`src/hdl/swb_pkg.sv`:
```
// Types, codes and per-slot functions of the single-wire bus slave.
package swb_pkg;

	typedef enum logic [10:0] {
		PH_IDLE       = 11'b000_0000_0001,
		PH_RECV       = 11'b000_0000_0010,
		PH_SEND_HIGH  = 11'b000_0000_0100,
		PH_SEND_LOW   = 11'b000_0000_1000,
		PH_SEND_CHECK = 11'b000_0001_0000,
		PH_ACK1       = 11'b000_0010_0000,
		PH_ACK2       = 11'b000_0100_0000,
		PH_NACK1      = 11'b000_1000_0000,
		PH_NACK2      = 11'b001_0000_0000,
		PH_READY      = 11'b010_0000_0000,
		PH_STALL      = 11'b100_0000_0000
	} phase_t;

	typedef enum logic [7:0] {
		PS_IDLE    = 8'b0000_0001,
		PS_RX_ADDR = 8'b0000_0010,
		PS_ENUM    = 8'b0000_0100,
		PS_RX_CMD  = 8'b0000_1000,
		PS_RD_ADDR = 8'b0001_0000,
		PS_RD_DATA = 8'b0010_0000,
		PS_WR_ADDR = 8'b0100_0000,
		PS_WR_DATA = 8'b1000_0000
	} proto_t;

	// flag bit positions
	localparam int F_MUTE    = 0;
	localparam int F_PARITY  = 1;
	localparam int F_ENUM    = 2;
	localparam int F_CHECK   = 3;
	localparam int F_SEND    = 4;
	localparam int F_IDLE    = 5;
	localparam int F_CLRMUTE = 6;

	localparam logic [7:0] CODE_ENUMERATE = 8'haa;
	localparam logic [7:0] CMD_READ       = 8'h01;
	localparam logic [7:0] CMD_WRITE      = 8'h02;
	localparam logic [7:0] MASK_MSB       = 8'h80;
	localparam logic [7:0] ADDR_NONE      = 8'hff;
	localparam logic [7:0] BYTE_BLANK     = 8'hff;

	typedef struct packed {
		phase_t      phase;
		proto_t      ps;
		logic [7:0]  shift;
		logic [7:0]  mask;
		logic [7:0]  ptr;
		logic [7:0]  addr;
		logic [6:0]  flags;
	} st_t;

	typedef struct packed {
		logic       drive_low_next;
		logic       bus_active;
		logic       enumerated;
		logic [7:0] bus_address;
	} res_t;

	function automatic logic mutable(phase_t p);
		return p == PH_SEND_HIGH || p == PH_SEND_LOW || p == PH_SEND_CHECK ||
			p == PH_ACK1 || p == PH_ACK2 || p == PH_NACK1 || p == PH_NACK2;
	endfunction

	function automatic st_t load_bit(st_t s);
		st_t r;
		logic v;
		r = s;
		v = (s.mask != 8'd0) ? |(s.shift & s.mask) : s.flags[F_PARITY];
		if (!v) begin
			r.phase = PH_SEND_LOW;
		end else begin
			r.phase = s.flags[F_CHECK] ? PH_SEND_CHECK : PH_SEND_HIGH;
			r.flags[F_PARITY] = ~s.flags[F_PARITY];
		end
		return r;
	endfunction

	function automatic st_t slot(st_t s, logic high);
		st_t r;
		logic muted;
		r = s;
		muted = s.flags[F_MUTE] && mutable(s.phase);
		case (s.phase)
			PH_RECV: begin
				if (high) begin
					r.shift = s.shift | s.mask;
					r.flags[F_PARITY] = ~s.flags[F_PARITY];
				end
				if (s.mask != 8'd0) begin
					r.mask = s.mask >> 1;
				end else if (r.flags[F_PARITY]) begin
					r.phase = PH_READY;
					r.flags[F_IDLE] = 1'b1;
				end else begin
					r.phase = PH_STALL;
				end
			end
			PH_SEND_HIGH, PH_SEND_LOW, PH_SEND_CHECK: begin
				if (s.phase == PH_SEND_CHECK && !muted && !high)
					r.flags[F_MUTE] = 1'b1;
				if (s.mask == 8'd0) begin
					r.phase = PH_STALL;
				end else begin
					r.mask = s.mask >> 1;
					r = load_bit(r);
				end
			end
			PH_ACK1: r.phase = PH_ACK2;
			PH_NACK1: r.phase = PH_NACK2;
			PH_ACK2, PH_NACK2: begin
				r.flags[F_PARITY] = 1'b0;
				r.mask = MASK_MSB;
				if (s.flags[F_CLRMUTE]) begin
					r.flags[F_MUTE] = 1'b0;
					r.flags[F_CLRMUTE] = 1'b0;
				end
				if (s.flags[F_IDLE]) begin
					r.phase = PH_IDLE;
				end else if (s.flags[F_SEND]) begin
					r = load_bit(r);
				end else begin
					r.phase = PH_RECV;
					r.shift = 8'd0;
				end
			end
			PH_READY: begin
				if (high)
					r.phase = s.flags[F_PARITY] ? PH_NACK1 : PH_ACK1;
			end
			PH_STALL: r.phase = PH_STALL;
			default: r.phase = PH_IDLE;
		endcase
		return r;
	endfunction

	function automatic st_t next_send(st_t s, logic [7:0] rd);
		st_t r;
		r = s;
		if (!s.flags[F_MUTE] || s.flags[F_CLRMUTE])
			r.shift = rd;
		r.ptr = s.ptr + 8'd1;
		r.phase = PH_READY;
		return r;
	endfunction

	function automatic st_t byte_done(st_t s, logic [7:0] rd, logic [7:0] id_base,
		logic [7:0] id_end);
		st_t r;
		r = s;
		case (s.ps)
			PS_RX_ADDR: begin
				if (s.shift == CODE_ENUMERATE) begin
					r.ps = PS_ENUM;
					r.flags[F_CHECK] = 1'b1;
					r.flags[F_SEND] = 1'b1;
					r.flags[F_ENUM] = 1'b0;
					r.ptr = id_base;
					r.addr = 8'd0;
				end else if (s.flags[F_ENUM] && s.shift == s.addr) begin
					r.phase = PH_READY;
					r.ps = PS_RX_CMD;
				end else begin
					r.phase = PH_IDLE;
				end
			end
			PS_RX_CMD: begin
				if (s.shift == CMD_READ) begin
					r.ps = PS_RD_ADDR;
					r.phase = PH_READY;
				end else if (s.shift == CMD_WRITE) begin
					r.ps = PS_WR_ADDR;
					r.phase = PH_READY;
				end else begin
					r.phase = PH_IDLE;
				end
			end
			PS_RD_ADDR: begin
				r.ptr = s.shift;
				r.flags[F_SEND] = 1'b1;
				r.ps = PS_RD_DATA;
			end
			PS_WR_ADDR: begin
				r.ptr = s.shift;
				r.ps = PS_WR_DATA;
				r.phase = PH_READY;
			end
			PS_WR_DATA: begin
				r.ptr = s.ptr + 8'd1;
				r.phase = PH_READY;
			end
			PS_ENUM: begin
				if (s.ptr == id_end && !s.flags[F_MUTE]) begin
					r.ps = PS_IDLE;
					r.flags[F_IDLE] = 1'b1;
					r.flags[F_ENUM] = 1'b1;
					r.phase = PH_READY;
				end else begin
					if (s.ptr == id_end) begin
						r.ptr = id_base;
						r.addr = s.addr + 8'd1;
						r.flags[F_CLRMUTE] = 1'b1;
					end
					r = next_send(r, rd);
				end
			end
			PS_RD_DATA: r = next_send(r, rd);
			default: r.phase = PH_IDLE;
		endcase
		return r;
	endfunction

endpackage

```
`src/hdl/single_wire_bus_slave.sv`:
```
// Single-wire bus slave: slot sequencer, byte store and result queue.
// A result passes through s2_q and then the result queue before it shows on m_tvalid.
// A new slot is not taken until the store read between the slot update and
// the byte handling is through, nor while the result queue is full.
// Results queue in a two-entry buffer, so slots keep flowing while one waits.
// Reset (arst_n low, asynchronous) idles the sequencer, empties the queue
// and clears unique_id; the byte store keeps its contents.
module single_wire_bus_slave #(
	parameter int STORE_DEPTH = 64,
	parameter int IDENT_BYTES = 4,
	parameter int IDENT_BASE  = 0
) (
	input  logic        clk,
	input  logic        arst_n,
	input  logic        s_tvalid,
	output logic        s_tready,
	input  logic [7:0]  s_tdata,   // [0] line_sample, [7:1] zero
	input  logic        s_tuser,   // [0] op (1 = reset pulse)
	output logic        m_tvalid,
	input  logic        m_tready,
	output logic [15:0] m_tdata,   // [0] drive_low_next, [1] bus_active,
	                               // [2] enumerated, [10:3] bus_address, [15:11] zero
	input  logic        cfg_valid,
	output logic        cfg_ready,
	input  logic [31:0] cfg_data   // unique_id
);
	logic          in_fire;
	logic          busy;
	logic          res_valid;
	swb_pkg::res_t res;
	logic          rd_en;
	logic [7:0]    rd_addr;
	logic          wr_en;
	logic [7:0]    wr_addr;
	logic [7:0]    wr_data;
	logic [7:0]    rd_byte;
	logic [31:0]   unique_id_q;

	// result queue
	swb_pkg::res_t q0_q;
	swb_pkg::res_t q1_q;
	logic [1:0]    cnt_q;
	logic          pop;

	// one slot in flight; room must remain in the queue for its result
	assign s_tready = !busy && cnt_q != 2'd2;
	assign in_fire  = s_tvalid && s_tready;
	assign cfg_ready = 1'b1;

	always_ff @(posedge clk or negedge arst_n) begin
		if (!arst_n)
			unique_id_q <= 32'd0;
		else if (cfg_valid && cfg_ready)
			unique_id_q <= cfg_data;
	end

	swb_ctrl #(
		.IDENT_BYTES(IDENT_BYTES),
		.IDENT_BASE (IDENT_BASE)
	) u_ctrl (
		.clk        (clk),
		.arst_n     (arst_n),
		.in_fire    (in_fire),
		.op         (s_tuser),
		.line_sample(s_tdata[0]),
		.rd_byte    (rd_byte),
		.rd_en      (rd_en),
		.rd_addr    (rd_addr),
		.wr_en      (wr_en),
		.wr_addr    (wr_addr),
		.wr_data    (wr_data),
		.busy       (busy),
		.res_valid  (res_valid),
		.res        (res)
	);

	swb_store #(
		.STORE_DEPTH(STORE_DEPTH),
		.IDENT_BYTES(IDENT_BYTES),
		.IDENT_BASE (IDENT_BASE)
	) u_store (
		.clk      (clk),
		.rd_en    (rd_en),
		.rd_addr  (rd_addr),
		.wr_en    (wr_en),
		.wr_addr  (wr_addr),
		.wr_data  (wr_data),
		.unique_id(unique_id_q),
		.rd_byte  (rd_byte)
	);

	assign pop = m_tvalid && m_tready;

	// payload moves; head is q0
	always_ff @(posedge clk) begin
		if (pop && res_valid) begin
			if (cnt_q == 2'd1)
				q0_q <= res;
			else begin
				q0_q <= q1_q;
				q1_q <= res;
			end
		end else if (pop) begin
			q0_q <= q1_q;
		end else if (res_valid) begin
			if (cnt_q == 2'd0)
				q0_q <= res;
			else
				q1_q <= res;
		end
	end

	always_ff @(posedge clk or negedge arst_n) begin
		if (!arst_n)
			cnt_q <= 2'd0;
		else if (pop && !res_valid)
			cnt_q <= cnt_q - 2'd1;
		else if (res_valid && !pop)
			cnt_q <= cnt_q + 2'd1;
	end

	assign m_tvalid = cnt_q != 2'd0;
	assign m_tdata  = {5'd0, q0_q.bus_address, q0_q.enumerated, q0_q.bus_active,
		q0_q.drive_low_next};
endmodule

```
`src/hdl/swb_store.sv`:
```
// Byte store: synchronous memory plus identity bytes and out-of-range fill.
module swb_store #(
	parameter int STORE_DEPTH = 64,
	parameter int IDENT_BYTES = 4,
	parameter int IDENT_BASE  = 0
) (
	input  logic        clk,
	input  logic        rd_en,
	input  logic [7:0]  rd_addr,
	input  logic        wr_en,
	input  logic [7:0]  wr_addr,
	input  logic [7:0]  wr_data,
	input  logic [31:0] unique_id,
	output logic [7:0]  rd_byte
);
	localparam int AW = $clog2(STORE_DEPTH);

	logic [7:0] mem [STORE_DEPTH];
	logic [7:0] rdata_q;
	logic [7:0] raddr_q;
	logic [8:0] rd_off;
	logic [8:0] wr_off;
	logic       wr_ok;

	assign wr_off = {1'b0, wr_addr} - 9'(IDENT_BASE);
	assign wr_ok  = !(wr_off < 9'(IDENT_BYTES)) && ({1'b0, wr_addr} < 9'(STORE_DEPTH));

	always_ff @(posedge clk) begin
		if (wr_en && wr_ok)
			mem[wr_addr[AW-1:0]] <= wr_data;
		if (rd_en) begin
			rdata_q <= mem[rd_addr[AW-1:0]];
			raddr_q <= rd_addr;
		end
	end

	assign rd_off = {1'b0, raddr_q} - 9'(IDENT_BASE);

	always_comb begin
		if (rd_off < 9'(IDENT_BYTES)) begin
			if (rd_off[2])
				rd_byte = 8'd0;
			else
				rd_byte = unique_id[{rd_off[1:0], 3'b000} +: 8];
		end else if ({1'b0, raddr_q} < 9'(STORE_DEPTH)) begin
			rd_byte = rdata_q;
		end else begin
			rd_byte = swb_pkg::BYTE_BLANK;
		end
	end
endmodule

```
`src/hdl/swb_ctrl.sv`:
```
// Slot sequencer: slot update on accept, byte handling after the store read.
module swb_ctrl #(
	parameter int IDENT_BYTES = 4,
	parameter int IDENT_BASE  = 0
) (
	input  logic          clk,
	input  logic          arst_n,
	input  logic          in_fire,
	input  logic          op,
	input  logic          line_sample,
	input  logic [7:0]    rd_byte,
	output logic          rd_en,
	output logic [7:0]    rd_addr,
	output logic          wr_en,
	output logic [7:0]    wr_addr,
	output logic [7:0]    wr_data,
	output logic          busy,
	output logic          res_valid,
	output swb_pkg::res_t res
);
	localparam logic [7:0] ID_BASE = 8'(IDENT_BASE);
	localparam logic [7:0] ID_END  = 8'(IDENT_BASE + IDENT_BYTES);

	swb_pkg::st_t st_q;
	swb_pkg::st_t slot_nxt;
	swb_pkg::st_t done_nxt;
	logic         s2_q;

	// slot update or reset pulse
	always_comb begin
		slot_nxt = st_q;
		if (op) begin
			slot_nxt.ps    = swb_pkg::PS_RX_ADDR;
			slot_nxt.phase = swb_pkg::PH_RECV;
			slot_nxt.shift = 8'd0;
			slot_nxt.mask  = swb_pkg::MASK_MSB;
			slot_nxt.flags = st_q.flags & (7'd1 << swb_pkg::F_ENUM);
		end else begin
			slot_nxt = swb_pkg::slot(st_q, line_sample);
		end
	end

	// store address the byte handling will read
	always_comb begin
		case (slot_nxt.ps)
			swb_pkg::PS_RX_ADDR: rd_addr = ID_BASE;
			swb_pkg::PS_RD_ADDR: rd_addr = slot_nxt.shift;
			swb_pkg::PS_ENUM:    rd_addr = (slot_nxt.ptr == ID_END) ? ID_BASE : slot_nxt.ptr;
			default:             rd_addr = slot_nxt.ptr;
		endcase
	end
	assign rd_en = in_fire;

	// up to two byte-handling passes with the read data
	always_comb begin
		done_nxt = st_q;
		if (done_nxt.phase == swb_pkg::PH_STALL)
			done_nxt = swb_pkg::byte_done(done_nxt, rd_byte, ID_BASE, ID_END);
		if (done_nxt.phase == swb_pkg::PH_STALL)
			done_nxt = swb_pkg::byte_done(done_nxt, rd_byte, ID_BASE, ID_END);
		if (done_nxt.phase == swb_pkg::PH_STALL)
			done_nxt.phase = swb_pkg::PH_IDLE;
	end

	assign wr_en   = s2_q && st_q.phase == swb_pkg::PH_STALL && st_q.ps == swb_pkg::PS_WR_DATA;
	assign wr_addr = st_q.ptr;
	assign wr_data = st_q.shift;

	always_ff @(posedge clk or negedge arst_n) begin
		if (!arst_n) begin
			st_q.phase <= swb_pkg::PH_IDLE;
			st_q.ps    <= swb_pkg::PS_IDLE;
			st_q.shift <= 8'd0;
			st_q.mask  <= swb_pkg::MASK_MSB;
			st_q.ptr   <= 8'd0;
			st_q.addr  <= swb_pkg::ADDR_NONE;
			st_q.flags <= 7'd0;
			s2_q       <= 1'b0;
		end else begin
			s2_q <= in_fire;
			if (in_fire)
				st_q <= slot_nxt;
			else if (s2_q)
				st_q <= done_nxt;
		end
	end

	assign busy      = s2_q;
	assign res_valid = s2_q;
	assign res.drive_low_next = (done_nxt.phase == swb_pkg::PH_SEND_LOW ||
		done_nxt.phase == swb_pkg::PH_ACK1 || done_nxt.phase == swb_pkg::PH_NACK2) &&
		!(done_nxt.flags[swb_pkg::F_MUTE] && swb_pkg::mutable(done_nxt.phase));
	assign res.bus_active  = done_nxt.phase != swb_pkg::PH_IDLE;
	assign res.enumerated  = done_nxt.flags[swb_pkg::F_ENUM];
	assign res.bus_address = done_nxt.addr;
endmodule

```
`config.mk`:
```
export PLATFORM = sky130hd
export DESIGN_NAME = single_wire_bus_slave
export DESIGN_NICKNAME = d
export VERILOG_FILES = /design/src/hdl/swb_pkg.sv /design/src/hdl/single_wire_bus_slave.sv /design/src/hdl/swb_store.sv /design/src/hdl/swb_ctrl.sv
export SDC_FILE = /design/constraint.sdc
export NUM_CORES = 1
export LEC_CHECK = 0
export ABC_AREA = 0
export ABC_CLOCK_PERIOD_IN_PS = 3700
export BUFFER_PORTS_ARGS = -buffer_cell sky130_fd_sc_hd__buf_2
export CORE_MARGIN = 5
export CORE_UTILIZATION = 35
export CTS_BUF_LIST = sky130_fd_sc_hd__clkbuf_4
export DETAILED_ROUTE_END_ITERATION = 7
export SKIP_LAST_GASP = 1
export SYNTH_ARGS = -nofsm -noshare
export SYNTH_HDL_FRONTEND = slang
export SYNTH_SLANG_ARGS = --single-unit
```
`constraint.sdc`:
```
create_clock -name clk -period 3.7 [get_ports clk]
set_input_delay 0.185 -clock clk [delete_from_list [all_inputs] [get_ports clk]]
set_output_delay 0.185 -clock clk [all_outputs]
set_load 0.01 [all_outputs]
```
==> flow_summary.toml, run 1 <==
[clock_tree]
clk_latency_ps = 1040
cts_buffer_depth = 3
root_buffer = "clkbuf_4"
clkSinkCount = 643
clkSlewWorstSetupHoldPaths_ps = 70
cts_tree = "done"
h-tree-depth = 4
numCtsBuffers = 164

[grt]
grt_max_degree = 70
antenna_found_initial = 4
track_usage_pct = 18.6
gr-total-overflow = 0
grt_pass1_wl_um = 125000
first_global_vias = 20674

[yosys]
ys_seq_elements = 643
async_flop_share_pct = 14.5
synth.avg_cell_area_um2 = 12.8
synth.distinct_cells = 90
synth_ff_type = "edfxtp_1"
synth_warnings = 0
yosysSeqAreaShare_pct = 65.7
syn_inst = 2248
netlist_area_mm2 = 0.0287
synth_edf_count = 550

[placed_design]
place_area_mm2 = 0.0316
gp_congestion = 0.897
port_buffers = 51
dp_hpwl_um = 53200

[setup_path]
reg2reg_slack_ps = 40
cp_max_fo = 32
required_ps = 4450
end_kind = "flop"
critPathLaunch = "u_ctrl.st_q[41]$_DFFE_PN0N_"
ff2ff_path_depth = 11
worst-path-buf-inv = 2
worstReg2RegEnd = "u_store.rdata_q[4]$_DFFE_PP_"
path_cells = "nor4_4 -> nand4b_1 -> nor3_1 -> a21oi_4 -> buf_4 -> nor2_2 -> buf_12 -> a221oi_1 -> a31oi_2 -> a21oi_1 -> or4_1"
timing.rr.start = "u_ctrl.st_q[41]$_DFFE_PN0N_"
crit_type = "flop to flop"
cp_slowest_cell = "nor3_1"
start_kind = "flop"
max_stage_delay_ps = 570
cp_top_family = "simple AND/OR/NAND/NOR gates"
arrival_ps = 4410

[die]
die_h_um = 296
dieArea_mm2 = 0.0879
start_util_pct = 35.1
die_w_um = 296
rows = 105
ios = 65
core-area_mm2 = 0.0817

[min_path]
min_from = "s_tuser"
hold_class = "input pin to flop"
hold_end = "u_ctrl.st_q[40]$_DFFE_PN0N_"
holdPathStages = 4

[routing]
post_drt_wl_per_cell_um = 21.3
routed_wl_um = 83100
avgViaCountPerCell = 5.34
drt_pass1_iterations = 6
dr_total_vias = 20848
drtIter0Drc = 1787
drt.antenna.violating_nets = 0
drcViolationCount = 0

[timing]
drv_slew = 0
worstMarginPinSlew_ps = 1040
hold_viol = 0
timing.fmax_mhz = 273
setup_viol = 0
rsz0062_at_grt = "true"
skew_ps = 76.7
slew_headroom_pct = 30.1
timing.final.crit_share_pct = 98.9
min_period_ps = 3660

[pwr]
ir_worst_vdd_mv = 0.368
p_leak_nw = 13.6
powerDensity_mw_per_mm2 = 543

[finish]
fillers = 7471
design_area_mm2 = 0.0352
syn_to_final_growth_pct = 22.7
finish.utilization_pct = 43.1
drive_gt1_share_pct = 24.7
nets = 2761

[flow_run]
maxCapViolations = 0

[run_status]
outcome = "completed"
[layout by cell type (no fill, tap or decap), types with 13 or more instances in the layout]
cell           synthesis  layout
edfxtp_1             550     550
nand2_1              314     309
clkbuf_4               0     248
buf_4                 13     220
nor2_1               153     150
mux2i_1              138     136
nand3_1              133     133
a21oi_1              116     116
dlygate4sd3_1          0     104
dfrtp_1               82      69
o21ai_0               56      56
a22oi_1               59      53
buf_2                 31      50
nand4_1               41      41
inv_1                 39      38
conb_1                 2      38
mux2_2                36      36
a22o_1                29      29
nor3_1                29      27
a31oi_1               24      21
clkinv_1               0      20
a221oi_1              18      16
buf_12                 0      16
xnor2_1               15      15
dfrtp_2                0      13
[synthesized netlist by cell type (13+ instances only)]
library cell	number	area (um^2)
a21oi_1	116	581
mux2_2	36	405
o21ai_0	56	280
mux2i_1	138	1380
buf_4	13	97.6
buf_1	17	63.8
a31oi_1	24	150
nor2_1	153	574
xnor2_1	15	131
clkbuf_1	61	229
a22oi_1	59	443
nand4_1	41	257
inv_1	39	146
buf_2	31	155
nand2_1	314	1180
buf_6	16	180
a22o_1	29	254
a221oi_1	18	158
edfxtp_1	550	16500
nand3_1	133	666
dfrtp_1	82	2050
nor3_1	29	145
[worst max-delay path by stage]
| stage | cells after the start | slack [ps] | end |
|---|---|---|---|
| 3_5_place_dp | 11 | -10 | u_store.rdata_q[7]$_DFFE_PP_ |
| 4_1_cts | 10 | 7 | u_store.rdata_q[5]$_DFFE_PP_ |
| 5_1_grt | 12 | -20 | u_store.rdata_q[5]$_DFFE_PP_ |
| 2_1_floorplan | 15 | 2 | u_ctrl.wr_data[1]$_DFFE_PN0N_ |
| 3_3_place_gp | 12 | 10 | u_store.rdata_q[5]$_DFFE_PP_ |
| 6_report | 11 | 40 | u_store.rdata_q[4]$_DFFE_PP_ |
[worst reg2reg max path, stage by stage (launching register included)]
cell,delay (ps)
dfrtp_1,490
nor4_4,280
nand4b_1,220
nor3_1,570
a21oi_4,120
buf_4,180
nor2_2,120
buf_12,210
a221oi_1,220
a31oi_2,290
a21oi_1,140
or4_1,550
[metal layers]
metal	global-route usage (%)	vias to the layer above	part of all wire, %
met2	30.5	819	48
met4	7.05	0	3.1
met1	24.4	10333	42
met5	0	-	0
met3	4.08	179	6.9
li1	-	9517	-
[registers in the layout (all words and copies together), names as in the netlist]
register / cells
u_ctrl.wr_data: 8
m_tdata: 11
u_store.mem: 512
u_store.rdata_q: 8
u_ctrl.st_q: 42
u_ctrl.busy: 1
u_store.raddr_q: 8
cnt_q: 2
q1_q: 11
u_ctrl.wr_addr: 8
unique_id_q: 32
[timing repair]
item	in CTS	in global routing
setup endpoints to repair	2	17
hold buffers	105	0
endpoints found under the hold margin	200	0
resized for setup	0	52
pin swaps	1	18
cloned	0	2
setup buffers	1	15
[through the flow]
stage / setup WS, ps / setup TNS [ps] / hold slack, ps / total power, mW / instances
global placement: 14.5 / 0 / 234 / 12.7 / 3486
floorplan: 2.49 / 0 / -111 / 11.2 / 2284
global route: -16.0 / -39.3 / 227 / 20.0 / 3900
detailed placement: -10.1 / -15.3 / 242 / 12.8 / 3486
CTS: 7.48 / 0 / 140 / 19.2 / 3877
finish: 39.9 / 0 / 245 / 19.1 / 3903
[cells by family after synthesis]
kind of cell | share of synthesized area, %
flip-flops | 65.7
multiplexers | 6.85
adder cells (fa/ha/maj) | 0.436
buffers and inverters | 3.10
AO/OA/AOI/OAI | 10.4
AND/OR/NAND/NOR | 12.8
other | 0.0262
XOR/XNOR | 0.763
[area by class of cell]
class	count	area, um^2	share of cell area (%)
Antenna cell	9	22.5	0.0639
Clock buffer	248	1860	5.29
Clock inverter	37	305	0.867
Inverter	41	156	0.444
Multi-Input combinational cell	1461	9330	26.5
Sequential cell	643	18900	53.6
Tap cell	1070	1340	3.80
Timing Repair Buffer	394	3340	9.49
[power by group]
group / switching (mW) / total (mW) / leakage, nW / internal, mW
combinational: 2.29 / 3.40 / 6.13 / 1.11
sequential: 0.405 / 9.44 / 6.17 / 9.04
clock: 2.93 / 6.28 / 1.28 / 3.35
(Power assumes the default switching activity.)
==> inputs of run 2 (changes only) <==
==> constraint.sdc (replaced) <==
create_clock -name clk -period 3.7 [get_ports clk]
set_input_delay 0.74 -clock clk [delete_from_list [all_inputs] [get_ports clk]]
set_output_delay 0.74 -clock clk [all_outputs]
set_load 0.01 [all_outputs]
==> run 2 against run 1 <==
Net effect:
- utilization fell by 0.72 points
- global-route usage shrank 0.35 points
- final cell count decreased by 1.0%
- sequential power fell by 0.4%
- via count decreased by 1.2%
- sequential cell count unchanged
- worst setup slack improved by 18 ps
- fmax grew 0.49%
- non-clock buffer count decreased by 34
==> flow_summary.toml, run 2 (synthesis results as in run 1) <==
[die]
rows = 105
core-area_mm2 = 0.0817
dieArea_mm2 = 0.0879
ios = 65
die_h_um = 296
die_w_um = 296
start_util_pct = 35.1

[setup_path]
reg2reg_slack_ps = 60
cp_max_fo = 19
cp_slowest_cell = "or4_4"
end_kind = "flop"
path_cells = "nor3_1 -> buf_4 -> nand4b_1 -> a211o_4 -> and2_4 -> buf_4 -> buf_6 -> mux2i_1 -> a22o_1 -> a2bb2oi_1 -> o211ai_1 -> or4_4"
crit_top_cell = "buf_4"
arrival_ps = 4340
crit_type = "flop to flop"
start_kind = "flop"
required_ps = 4400
max_stage_delay_ps = 590
worst-path-buf-inv = 3
cp_top_family = "simple AND/OR/NAND/NOR gates"

[clock_tree]
clkSlewWorstSetupHoldPaths_ps = 70
cts_buffer_depth = 3
root_buffer = "clkbuf_4"
clkSinkCount = 643
cts_tree = "done"
numCtsBuffers = 163
clk_latency_ps = 1020
h-tree-depth = 4

[finish]
final_cell_mix = "edfxtp_1, nand2_1, buf_4, clkbuf_4, nor2_1"
nets = 2726
largest_reg_flops = 512
syn_to_final_growth_pct = 20.6
final_common_cell = "edfxtp_1"
final_cells = 3863
drive_gt1_share_pct = 25.2

[grt]
grt_max_degree = 69
track_usage_pct = 18.2
gr-total-overflow = 0
antenna_found_initial = 2
grt_pass1_wl_um = 123000
first_global_vias = 20449

[routing]
drt.antenna.violating_nets = 0
avgViaCountPerCell = 5.33
drt_pass1_iterations = 8
drtIter0Drc = 1773
post_drt_wl_per_cell_um = 21.2
dr_total_vias = 20597
drcViolationCount = 0
routed_wl_um = 81800

[placed_design]
dp_cells = 3523
dp_slack_ps = -100
dp_hpwl_um = 53500
port_buffers = 51
gp_congestion = 0.922

[pwr]
p_total_mw = 18.7
powerDensity_mw_per_mm2 = 539
ir_worst_vdd_mv = 0.321
p_leak_nw = 13.4

[timing]
slew_headroom_pct = 38.4
rsz0062_at_grt = "true"
min_period_ps = 3640
hold_viol = 0
skew_ps = 63.7
timing.fmax_mhz = 275
setup_viol = 0
setup_slack_ps = 57.7
worstMarginPinSlew_ps = 921
timing.final.crit_share_pct = 98.4
drv_slew = 0

[min_path]
hold_class = "input pin to flop"

[run_status]
outcome = "completed"

[flow_run]
maxCapViolations = 0
-- run 2: worst paths after layout --
kind	startpoint	to	cells after the start
max	u_ctrl.st_q[44]$_DFFE_PN0N_	u_store.rdata_q[5]$_DFFE_PP_	12
min	s_tvalid	u_ctrl.busy$_DFF_PN0_	3
max reg2reg	u_ctrl.st_q[44]$_DFFE_PN0N_	u_store.rdata_q[5]$_DFFE_PP_	12
min reg2reg	unique_id_q[22]$_DFFE_PN0P_	unique_id_q[22]$_DFFE_PN0P_	1
max in group asynchronous	arst_n	u_ctrl.st_q[11]$_DFFE_PN1P_	3
min in group asynchronous	arst_n	u_ctrl.busy$_DFF_PN0_	2
-- run 2: routing by layer --
layer  routed length, um  vias to the layer above  global-route usage (%)
met5                   0                        -                       0
met4                2520                        0                    7.59
met3                5630                      130                    3.86
met2               38500                      848                    28.8
met1               35200                    10177                    24.7
li1                    -                     9442                       -
-- run 2: tightest hold or removal path, stage by stage --
cell,delay [ps]
buf_2,80
and2_1,120
buf_4,170
-- run 2: what timing repair did --
action	in CTS	in global routing
setup buffers	6	9
pin swaps	5	5
hold buffers	33	0
setup endpoints to repair	5	17
cloned	1	3
gates resized for setup	4	27
endpoints found under the hold margin	86	0
-- run 2: stage by stage --
step / hold slack [ps] / setup TNS (ps) / util [%] / instance area, um^2
2_1_floorplan: 444 / 0 / - / 28900
3_3_place_gp: 483 / -121 / 39.0 / 31900
3_5_place_dp: 492 / -285 / 39.0 / 31900
4_1_cts: 68.3 / 0 / 42.0 / 34300
5_1_grt: 109 / -89.7 / 42.4 / 34600
6_report: 157 / 0 / 42.4 / 34600
-- run 2: final cells by class --
class | instances | area, um^2
Clock buffer | 227 | 1700
Timing Repair Buffer | 360 | 2980
Fill cell | 7584 | 47100
Antenna cell | 11 | 27.5
Tap cell | 1070 | 1340
Multi-Input combinational cell | 1461 | 9230
Inverter | 41 | 156
Sequential cell | 643 | 18900
Clock inverter | 50 | 335
-- run 2: where the power goes --
part           switching [mW]  leakage (nW)  internal (mW)  total, mW
combinational            2.27          6.03           1.03       3.30
sequential              0.361          6.18           9.04       9.40
clock                    2.92          1.21           3.06       5.98
